### config.mk
export PLATFORM = sky130hd
export DESIGN_NAME = grid_density_decay_classifier_top
export DESIGN_NICKNAME = d
export VERILOG_FILES = /design/src/rtl/core/gddc_pkg.sv /design/src/rtl/core/gddc_cfg_regs.sv /design/src/rtl/core/gddc_mul_unit.sv /design/src/rtl/core/grid_density_decay_classifier_top.sv
export SDC_FILE = /design/constraint.sdc
export NUM_CORES = 2
export LEC_CHECK = 0
export BUFFER_PORTS_ARGS = -buffer_cell sky130_fd_sc_hd__buf_2
export CAP_MARGIN = 15
export CORE_MARGIN = 10
export CORE_UTILIZATION = 50
export DETAILED_ROUTE_END_ITERATION = 8
export GPL_TIMING_DRIVEN = 0
export PLACE_DENSITY = 0.75
export SETUP_SLACK_MARGIN = 0.3
export SLEW_MARGIN = 20
export SYNTH_ARGS = -nofsm -noshare
export SYNTH_HDL_FRONTEND = slang
export SYNTH_HIERARCHICAL = 1
export SYNTH_SLANG_ARGS = --single-unit
### constraint.sdc
create_clock -name clk_i -period 8 [get_ports clk_i]
set_input_delay 0.4 -clock clk_i [delete_from_list [all_inputs] [get_ports clk_i]]
set_output_delay 0.4 -clock clk_i [all_outputs]
set_load 0.005 [all_outputs]
### src/rtl/core/gddc_pkg.sv
// Shared types and constants for the grid density decay classifier.
// No dependencies; imported by gddc_cfg_regs, gddc_mul_unit and the top level.
`default_nettype none

package gddc_pkg;

  // Width of the stored update time (now_time is cut or padded to this)
  localparam int unsigned TIME_BITS = 16;
  localparam int unsigned IDX_W     = $clog2(TIME_BITS);

  // Q16.16 / Q0.16 constants
  localparam logic [16:0] ONE_Q16  = 17'h1_0000;
  localparam logic [47:0] HALF_Q16 = 48'h8000;

  // Commands
  localparam logic [1:0] CMD_INIT    = 2'd0;
  localparam logic [1:0] CMD_ADD     = 2'd1;
  localparam logic [1:0] CMD_UPDATE  = 2'd2;
  localparam logic [1:0] CMD_RECLASS = 2'd3;

  // Cell classes
  localparam logic [1:0] CLS_SPARSE = 2'd0;
  localparam logic [1:0] CLS_TRANS  = 2'd1;
  localparam logic [1:0] CLS_DENSE  = 2'd2;

  // Register indexes
  localparam logic [1:0] REG_DECAY    = 2'd0;
  localparam logic [1:0] REG_SPARSE   = 2'd1;
  localparam logic [1:0] REG_DENSE    = 2'd2;
  localparam logic [1:0] REG_LANDMARK = 2'd3;

  // Register reset values
  localparam logic [15:0] DECAY_RST  = 16'd64880;
  localparam logic [31:0] SPARSE_RST = 32'd65536;
  localparam logic [31:0] DENSE_RST  = 32'd262144;

  // Configuration as seen by the datapath
  typedef struct packed {
    logic [15:0] decay_factor;
    logic [31:0] sparse_threshold;
    logic [31:0] dense_threshold;
    logic        landmark_mode;
  } cfg_t;

endpackage

`default_nettype wire

### src/rtl/core/gddc_cfg_regs.sv
// Configuration register file of the grid density decay classifier.
// Depends on gddc_pkg (register indexes, reset values, cfg_t).
`default_nettype none

module gddc_cfg_regs
  import gddc_pkg::*;
(
  input  logic        clk_i,
  input  logic        rst_ni,
  input  logic        cfg_valid_i,
  output logic        cfg_ready_o,
  input  logic [1:0]  cfg_index_i,
  input  logic [31:0] cfg_data_i,
  output cfg_t        cfg_o
);

  cfg_t cfg_q, cfg_d;

  // Writes are taken every cycle
  assign cfg_ready_o = 1'b1;

  // Decode of the write request
  always_comb begin
    cfg_d = cfg_q;
    if (cfg_valid_i) begin
      unique case (cfg_index_i)
        REG_DECAY:    cfg_d.decay_factor     = cfg_data_i[15:0];
        REG_SPARSE:   cfg_d.sparse_threshold = cfg_data_i;
        REG_DENSE:    cfg_d.dense_threshold  = cfg_data_i;
        REG_LANDMARK: cfg_d.landmark_mode    = cfg_data_i[0];
        default:      cfg_d = cfg_q;
      endcase
    end
  end

  always_ff @(posedge clk_i or negedge rst_ni) begin
    if (!rst_ni) begin
      cfg_q.decay_factor     <= DECAY_RST;
      cfg_q.sparse_threshold <= SPARSE_RST;
      cfg_q.dense_threshold  <= DENSE_RST;
      cfg_q.landmark_mode    <= 1'b0;
    end else begin
      cfg_q <= cfg_d;
    end
  end

  assign cfg_o = cfg_q;

endmodule

`default_nettype wire

### src/rtl/core/gddc_mul_unit.sv
// Shared Q16 multiply with round-to-nearest (halves up): (a*b + 0.5) >> 16.
// Depends on gddc_pkg (HALF_Q16). Result is registered by the caller.
`default_nettype none

module gddc_mul_unit
  import gddc_pkg::*;
(
  input  logic [31:0] op_a_i,
  input  logic [16:0] op_b_i,
  output logic [31:0] res_o
);

  logic [47:0] prod;
  logic [47:0] rnd;

  // A full 32x17 product needs 49 bits; it and the rounding add are kept to 48
  assign prod  = 48'(op_a_i) * 48'(op_b_i);
  assign rnd   = prod + HALF_Q16;
  assign res_o = rnd[47:16];

endmodule

`default_nettype wire

### src/rtl/core/grid_density_decay_classifier_top.sv
// Top level of the grid density decay classifier: sequencer, cell state, classifier.
// Depends on gddc_pkg, gddc_cfg_regs and gddc_mul_unit.
//
//  channel  | valid        | ready        | payload
//  ---------+--------------+--------------+--------------------------------------
//  input    | in_valid_i   | in_ready_o   | cmd_i, now_time_i, init_density_i
//  result   | out_valid_o  | out_ready_i  | density_o, grid_class_o, class_changed_o
//  config   | cfg_valid_i  | cfg_ready_o  | cfg_index_i, cfg_data_i
//
// Add-point and update in damped mode run the power loop (ST_PACC, ST_PSQR) first:
// each bit of dt costs one multiply for the power and one for squaring the base,
// all on the single multiplier, then ST_SCALE. Other requests skip to ST_APPLY.
// One request at a time; a new one is taken in the cycle its result is taken.
// Reset clears the cell to zero density, sparse class; no clearing pass is needed.
`default_nettype none

module grid_density_decay_classifier_top
  import gddc_pkg::*;
(
  input  logic        clk_i,
  input  logic        rst_ni,
  // input requests
  input  logic        in_valid_i,
  output logic        in_ready_o,
  input  logic [1:0]  cmd_i,
  input  logic [15:0] now_time_i,
  input  logic [31:0] init_density_i,
  // results
  output logic        out_valid_o,
  input  logic        out_ready_i,
  output logic [31:0] density_o,
  output logic [1:0]  grid_class_o,
  output logic        class_changed_o,
  // configuration writes
  input  logic        cfg_valid_i,
  output logic        cfg_ready_o,
  input  logic [1:0]  cfg_index_i,
  input  logic [31:0] cfg_data_i
);

  // Sequencer states
  localparam logic [2:0] ST_IDLE  = 3'd0;
  localparam logic [2:0] ST_PACC  = 3'd1;
  localparam logic [2:0] ST_PSQR  = 3'd2;
  localparam logic [2:0] ST_SCALE = 3'd3;
  localparam logic [2:0] ST_APPLY = 3'd4;
  localparam logic [2:0] ST_CLASS = 3'd5;

  localparam logic [IDX_W-1:0] LAST_IDX = IDX_W'(TIME_BITS - 1);

  function automatic logic [1:0] classify(input logic [31:0] d, input cfg_t c);
    logic [1:0] r;
    if (d <= c.sparse_threshold) begin
      r = CLS_SPARSE;
    end else if (d >= c.dense_threshold) begin
      r = CLS_DENSE;
    end else begin
      r = CLS_TRANS;
    end
    return r;
  endfunction

  cfg_t cfg;

  gddc_cfg_regs u_cfg (
    .clk_i       (clk_i),
    .rst_ni      (rst_ni),
    .cfg_valid_i (cfg_valid_i),
    .cfg_ready_o (cfg_ready_o),
    .cfg_index_i (cfg_index_i),
    .cfg_data_i  (cfg_data_i),
    .cfg_o       (cfg)
  );

  // Control state
  logic [2:0]           state_q, state_d;
  logic                 out_valid_q, out_valid_d;
  // Cell state
  logic [31:0]          dens_q, dens_d;
  logic [TIME_BITS-1:0] time_q, time_d;
  logic [1:0]           class_q, class_d;
  logic                 flag_q, flag_d;
  // Request payload and working registers
  logic [1:0]           cmd_q, cmd_d;
  logic [TIME_BITS-1:0] now_q, now_d;
  logic [31:0]          init_q, init_d;
  logic [TIME_BITS-1:0] dt_q, dt_d;
  logic [IDX_W-1:0]     idx_q, idx_d;
  logic [16:0]          acc_q, acc_d;
  logic [15:0]          base_q, base_d;
  logic [31:0]          dec_q, dec_d;

  logic                 in_req;
  logic [TIME_BITS-1:0] now_t;
  logic [31:0]          mul_a;
  logic [16:0]          mul_b;
  logic [31:0]          mul_res;
  logic [32:0]          sum;
  logic [1:0]           cls_new;

  assign in_ready_o = (state_q == ST_IDLE) && (!out_valid_q || out_ready_i);
  assign in_req     = in_valid_i && in_ready_o;
  assign now_t      = TIME_BITS'(now_time_i);

  // Operand select for the shared multiplier
  always_comb begin
    unique case (state_q)
      ST_PACC:  begin mul_a = 32'(acc_q);  mul_b = 17'(base_q); end
      ST_PSQR:  begin mul_a = 32'(base_q); mul_b = 17'(base_q); end
      ST_SCALE: begin mul_a = dens_q;      mul_b = acc_q;       end
      default:  begin mul_a = '0;          mul_b = '0;          end
    endcase
  end

  gddc_mul_unit u_mul (
    .op_a_i (mul_a),
    .op_b_i (mul_b),
    .res_o  (mul_res)
  );

  assign sum     = 33'(dec_q) + 33'(ONE_Q16);
  assign cls_new = classify(dens_q, cfg);

  // Sequencer and datapath next state
  always_comb begin
    state_d     = state_q;
    out_valid_d = out_valid_q;
    dens_d      = dens_q;
    time_d      = time_q;
    class_d     = class_q;
    flag_d      = flag_q;
    cmd_d       = cmd_q;
    now_d       = now_q;
    init_d      = init_q;
    dt_d        = dt_q;
    idx_d       = idx_q;
    acc_d       = acc_q;
    base_d      = base_q;
    dec_d       = dec_q;

    if (out_valid_q && out_ready_i) begin
      out_valid_d = 1'b0;
    end

    unique case (state_q)
      ST_IDLE: begin
        if (in_req) begin
          cmd_d  = cmd_i;
          now_d  = now_t;
          init_d = init_density_i;
          dt_d   = (now_t >= time_q) ? (now_t - time_q) : '0;
          idx_d  = '0;
          acc_d  = ONE_Q16;
          base_d = cfg.decay_factor;
          dec_d  = dens_q;
          if ((cmd_i == CMD_ADD || cmd_i == CMD_UPDATE) && !cfg.landmark_mode) begin
            state_d = ST_PACC;
          end else begin
            state_d = ST_APPLY;
          end
        end
      end
      // Multiply the power by the base where this bit of dt is set
      ST_PACC: begin
        if (dt_q[idx_q]) begin
          acc_d = mul_res[16:0];
        end
        state_d = ST_PSQR;
      end
      // Square the base; step to the next bit
      ST_PSQR: begin
        base_d = mul_res[15:0];
        if (idx_q == LAST_IDX) begin
          state_d = ST_SCALE;
        end else begin
          idx_d   = idx_q + 1'b1;
          state_d = ST_PACC;
        end
      end
      // Decayed density = density * power
      ST_SCALE: begin
        dec_d   = mul_res;
        state_d = ST_APPLY;
      end
      // Density and time update per command
      ST_APPLY: begin
        unique case (cmd_q)
          CMD_INIT: begin
            dens_d = init_q;
            time_d = now_q;
          end
          CMD_ADD: begin
            dens_d = sum[32] ? 32'hFFFF_FFFF : sum[31:0];
            time_d = now_q;
          end
          CMD_UPDATE: begin
            dens_d = dec_q;
            time_d = now_q;
          end
          default: ;
        endcase
        state_d = ST_CLASS;
      end
      // Classify (not for add-point) and post the result
      ST_CLASS: begin
        unique case (cmd_q)
          CMD_INIT: begin
            class_d = cls_new;
            flag_d  = 1'b0;
          end
          CMD_UPDATE: begin
            class_d = cls_new;
            flag_d  = (cls_new != class_q);
          end
          CMD_RECLASS: class_d = cls_new;
          default: ;
        endcase
        out_valid_d = 1'b1;
        state_d     = ST_IDLE;
      end
      default: state_d = ST_IDLE;
    endcase
  end

  // Control and cell state
  always_ff @(posedge clk_i or negedge rst_ni) begin
    if (!rst_ni) begin
      state_q     <= ST_IDLE;
      out_valid_q <= 1'b0;
      dens_q      <= '0;
      time_q      <= '0;
      class_q     <= CLS_SPARSE;
      flag_q      <= 1'b0;
    end else begin
      state_q     <= state_d;
      out_valid_q <= out_valid_d;
      dens_q      <= dens_d;
      time_q      <= time_d;
      class_q     <= class_d;
      flag_q      <= flag_d;
    end
  end

  // Working registers
  always_ff @(posedge clk_i) begin
    cmd_q  <= cmd_d;
    now_q  <= now_d;
    init_q <= init_d;
    dt_q   <= dt_d;
    idx_q  <= idx_d;
    acc_q  <= acc_d;
    base_q <= base_d;
    dec_q  <= dec_d;
  end

  // Cell state holds until the next request, so it drives the result directly
  assign out_valid_o     = out_valid_q;
  assign density_o       = dens_q;
  assign grid_class_o    = class_q;
  assign class_changed_o = flag_q;

endmodule

`default_nettype wire

==> out/metrics.csv <==
stage,metric,value,unit
outcome,status,finished clean,
timing,Setup Viol. Count Final,0,
placed_design,Final GP Congestion,0.959,
critical_path,Worst EP required,8.28,ns
cells_and_area,"Core Util, Final",57.8,%
cells_and_area,Multi-input gate area,0.0219,mm2
cells_and_area,Finished Cell Area,0.0359,mm2
grt,initial antenna violation count,1,
critical_path,Critical Path Fanout Max,10,
yosys,number of synthesized flops with an enable pin,135,
placed_design,post-place setup slack,-1.68,ns
detailed_routing,total number of vias,24000,
clocking,htree depth,1,
detailed_routing,Iter 0 DRT Violations,1868,
yosys,sequential fraction of the synthesis area,23.7,%
clocking,TritonCTS Buffers,23,
cells_and_area,share of layout cells above drive strength 1,18.7,%
floorplanning,DIE AREA,0.0735,mm2
yosys,Post-Syn Nets,4016,
critical_path,crit-path most repeated cell,fa_1,
critical_path,slowest stage cell on the critical path,fa_1,
critical_path,worst stage delay on the critical path,0.58,ns
timing,Max Fclk,0.129,GHz
timing,Worst Skew,0.0176,ns
floorplanning,Die X-Extent,271,um
cells_and_area,P&R area growth vs syn,13.8,%
detailed_routing,Remaining DRCs,0,
timing,"crit path setup slack, layout",0.250,ns
critical_path,R2R Setup Slk,0.25,ns
yosys,ys async rst share,50.2,%
detailed_routing,final wirelength,90700,um
cells_and_area,most frequent cells in the layout,"566 x inv_1, 464 x nand2_1, 428 x fa_1",
detailed_routing,drt wl/cell,21.0,um
yosys,register bit total from synthesis,271,
timing,fin crit share,96.9,%
cells_and_area,FF+latch area,0.00747,mm2
grt,gr ovfl total,0,
detailed_routing,drt first pass iters,6,
floorplanning,core outline area,0.0621,mm2
timing,worst-margin pin slew,0.831,ns
critical_path,Setup Crit Path Kind,register to register,
placed_design,post-DP HPWL,71200,um
floorplanning,number of I/O pins,127,
clocking,CTS tree,built,
critical_path,Reg-to-Reg Start,state_q[1],
clocking,clock latency on the worst-skew pair,0.53,ns
clocking,Root Driver,clkbuf_16,
placed_design,placed inst area,0.0333,mm2
detailed_routing,via/cell ratio,5.55,
yosys,Synth Flop Type,edfxtp_1,
yosys,synth unique cells,81,
floorplanning,height of the chip,271,um
power,Peak supply drop,0.000362,V
timing,min Tclk post-route,7.75,ns
timing,Hold Fails Final Rpt,0,
detailed_routing,Routed Antenna Nets,0,
clocking,Max clock buf depth,3,
yosys,Mapped Area,0.0315,mm2
floorplanning,Placement Rows,91,
cells_and_area,Non-Filler Instances,4328,
clocking,Worst-path clk slew,0.07,ns
yosys,"Avg Cell Area, Syn",9.70,um2
timing,fin. max-slew vios,0,
placed_design,cell count after placement,4214,
grt,vias in the first global route,24900,
clocking,TritonCTS Sinks,271,
timing,Max-slew headroom,44.4,%
critical_path,CP startpoint,state_q[1],
run,# Max-Cap Violations,0,
yosys,post-synthesis cell count,3250,
critical_path,WP data arrival,8.03,ns
placed_design,number of I/O port buffers,125,
power,LEAKAGE,17.4,nW
critical_path,startpoint types,register,
timing,RSZ-0062 raised after global routing,yes,
cells_and_area,Filler cells,5165,
grt,Tot GR Track Use,24.4,%
grt,largest net degree at the start of global routing,92,
power,overall power,11.4,mW
cells_and_area,nets@finish,4239,
min_path,min-delay src,init_density_i[1],
power,Pwr Density,317,mW/mm2
critical_path,CP Capture Type,register,
grt,first-pass GRT wire length,141000,um
floorplanning,Starting Density,50.8,%
cells_and_area,"most common cell after layout, fill and taps aside",inv_1,
min_path,HP Class,primary input to register,
yosys,synth warn,6,
[synth_stat cells (12+ instances only)]
| library cell | instances | area (um2) |
|---|---|---|
| nand2_1 | 471 | 1770 |
| nand4_1 | 21 | 131 |
| and3_1 | 16 | 100 |
| clkbuf_1 | 128 | 480 |
| nor2_1 | 85 | 319 |
| a22o_1 | 17 | 149 |
| nor3_1 | 17 | 85.1 |
| xor2_1 | 16 | 140 |
| a21oi_1 | 138 | 691 |
| edfxtp_1 | 135 | 4050 |
| o31ai_1 | 22 | 165 |
| nor2b_1 | 12 | 75.1 |
| nand3_1 | 38 | 190 |
| and2_1 | 311 | 1950 |
| xnor2_1 | 29 | 254 |
| dfstp_2 | 12 | 315 |
| fa_1 | 449 | 8990 |
| o22ai_1 | 13 | 81.3 |
| ha_1 | 228 | 2850 |
| a22oi_1 | 16 | 120 |
| inv_1 | 577 | 2170 |
| dfrtp_1 | 124 | 3100 |
| o21ai_0 | 54 | 270 |
| mux2_2 | 131 | 1480 |
| a21o_1 | 21 | 158 |
[worst max-delay path: cells and delay by family (launching register included)]
kind | cells | cell delay (ns)
buffers and inverters | 5 | 0.77
multiplexers | 1 | 0.17
AO/OA/AOI/OAI | 4 | 0.96
flip-flops | 1 | 0.43
AND/OR/NAND/NOR | 10 | 1.80
adder cells (fa/ha/maj) | 7 | 3.34
[kinds of logic (layout without fill, tap and decap cells)]
group,count (synthesis),after routing,synth area share (%)
mux,139,139,5.14
fa+ha+maj,677,677,37.6
flops,271,271,23.7
xor+xnor,45,45,1.25
other cells,1,2,0.0119
simple gates,1019,1019,15.8
buf+inv,733,973,9.02
compound gates,365,365,7.47
[power breakdown]
part	internal, mW	switching, mW	total (mW)
Clock	0.575	0.505	1.08
Sequential	2.10	0.441	2.54
Combinational	3.16	4.58	7.74
[state kept, by name (all words and copies together), names as in the netlist, 2 cells and up]
signal / cells
u_cfg/cfg_o: 81
dec_q: 32
density_o: 32
init_q: 32
acc_q: 17
base_q: 16
dt_q: 16
now_q: 16
time_q: 16
idx_q: 4
state_q: 3
cmd_q: 2
grid_class_o: 2
[metal layers]
layer  track usage [%]  wire (um)  up-vias
met1              31.3      36000    11900
met3              5.07       7930      222
li1                  -          -    10800
met2              40.6      43100     1123
met5                 0          0        -
met4              8.37       3640        0
[area by class of cell]
type / instances / area share, %
multi-input cells: 2246 / 61.0
flip-flops and latches: 271 / 20.8
inverters: 577 / 6.05
plain buffers: 156 / 3.70
repair buffers: 198 / 3.50
well taps: 837 / 2.92
clock buffers: 28 / 1.69
clock inverters: 14 / 0.286
diodes: 1 / 0.00698
[worst paths after layout]
| path | end | cells after the start |
|---|---|---|
| worst max register to register | dec_q[31] | 27 |
| max in group asynchronous | u_cfg/cfg_o[75] | 3 |
| worst min register to register | time_q[4] | 1 |
| worst max-delay path | dec_q[31] | 27 |
| min in group asynchronous | u_cfg/cfg_o[27] | 2 |
| worst min-delay path | init_q[1] | 1 |
[stage by stage]
step           hold slack (ns)  setup TNS [ns]
2_1_floorplan            0.104               0
3_3_place_gp             0.457          -60.40
3_5_place_dp             0.327          -65.65
4_1_cts                 0.0332               0
5_1_grt                 0.0403               0
6_report                0.0471               0
[timing repair]
| item | 4_1_cts | 5_1_grt |
|---|---|---|
| pin swaps | 19 | 81 |
| endpoints found under the setup margin | 65 | 33 |
| hold buffers | 1 | 0 |
| setup buffers | 24 | 44 |
| endpoints found under the hold margin | 45 | 0 |
| gates resized for setup | 284 | 225 |
| gates cloned | 0 | 2 |
(Power assumes the default switching activity.)
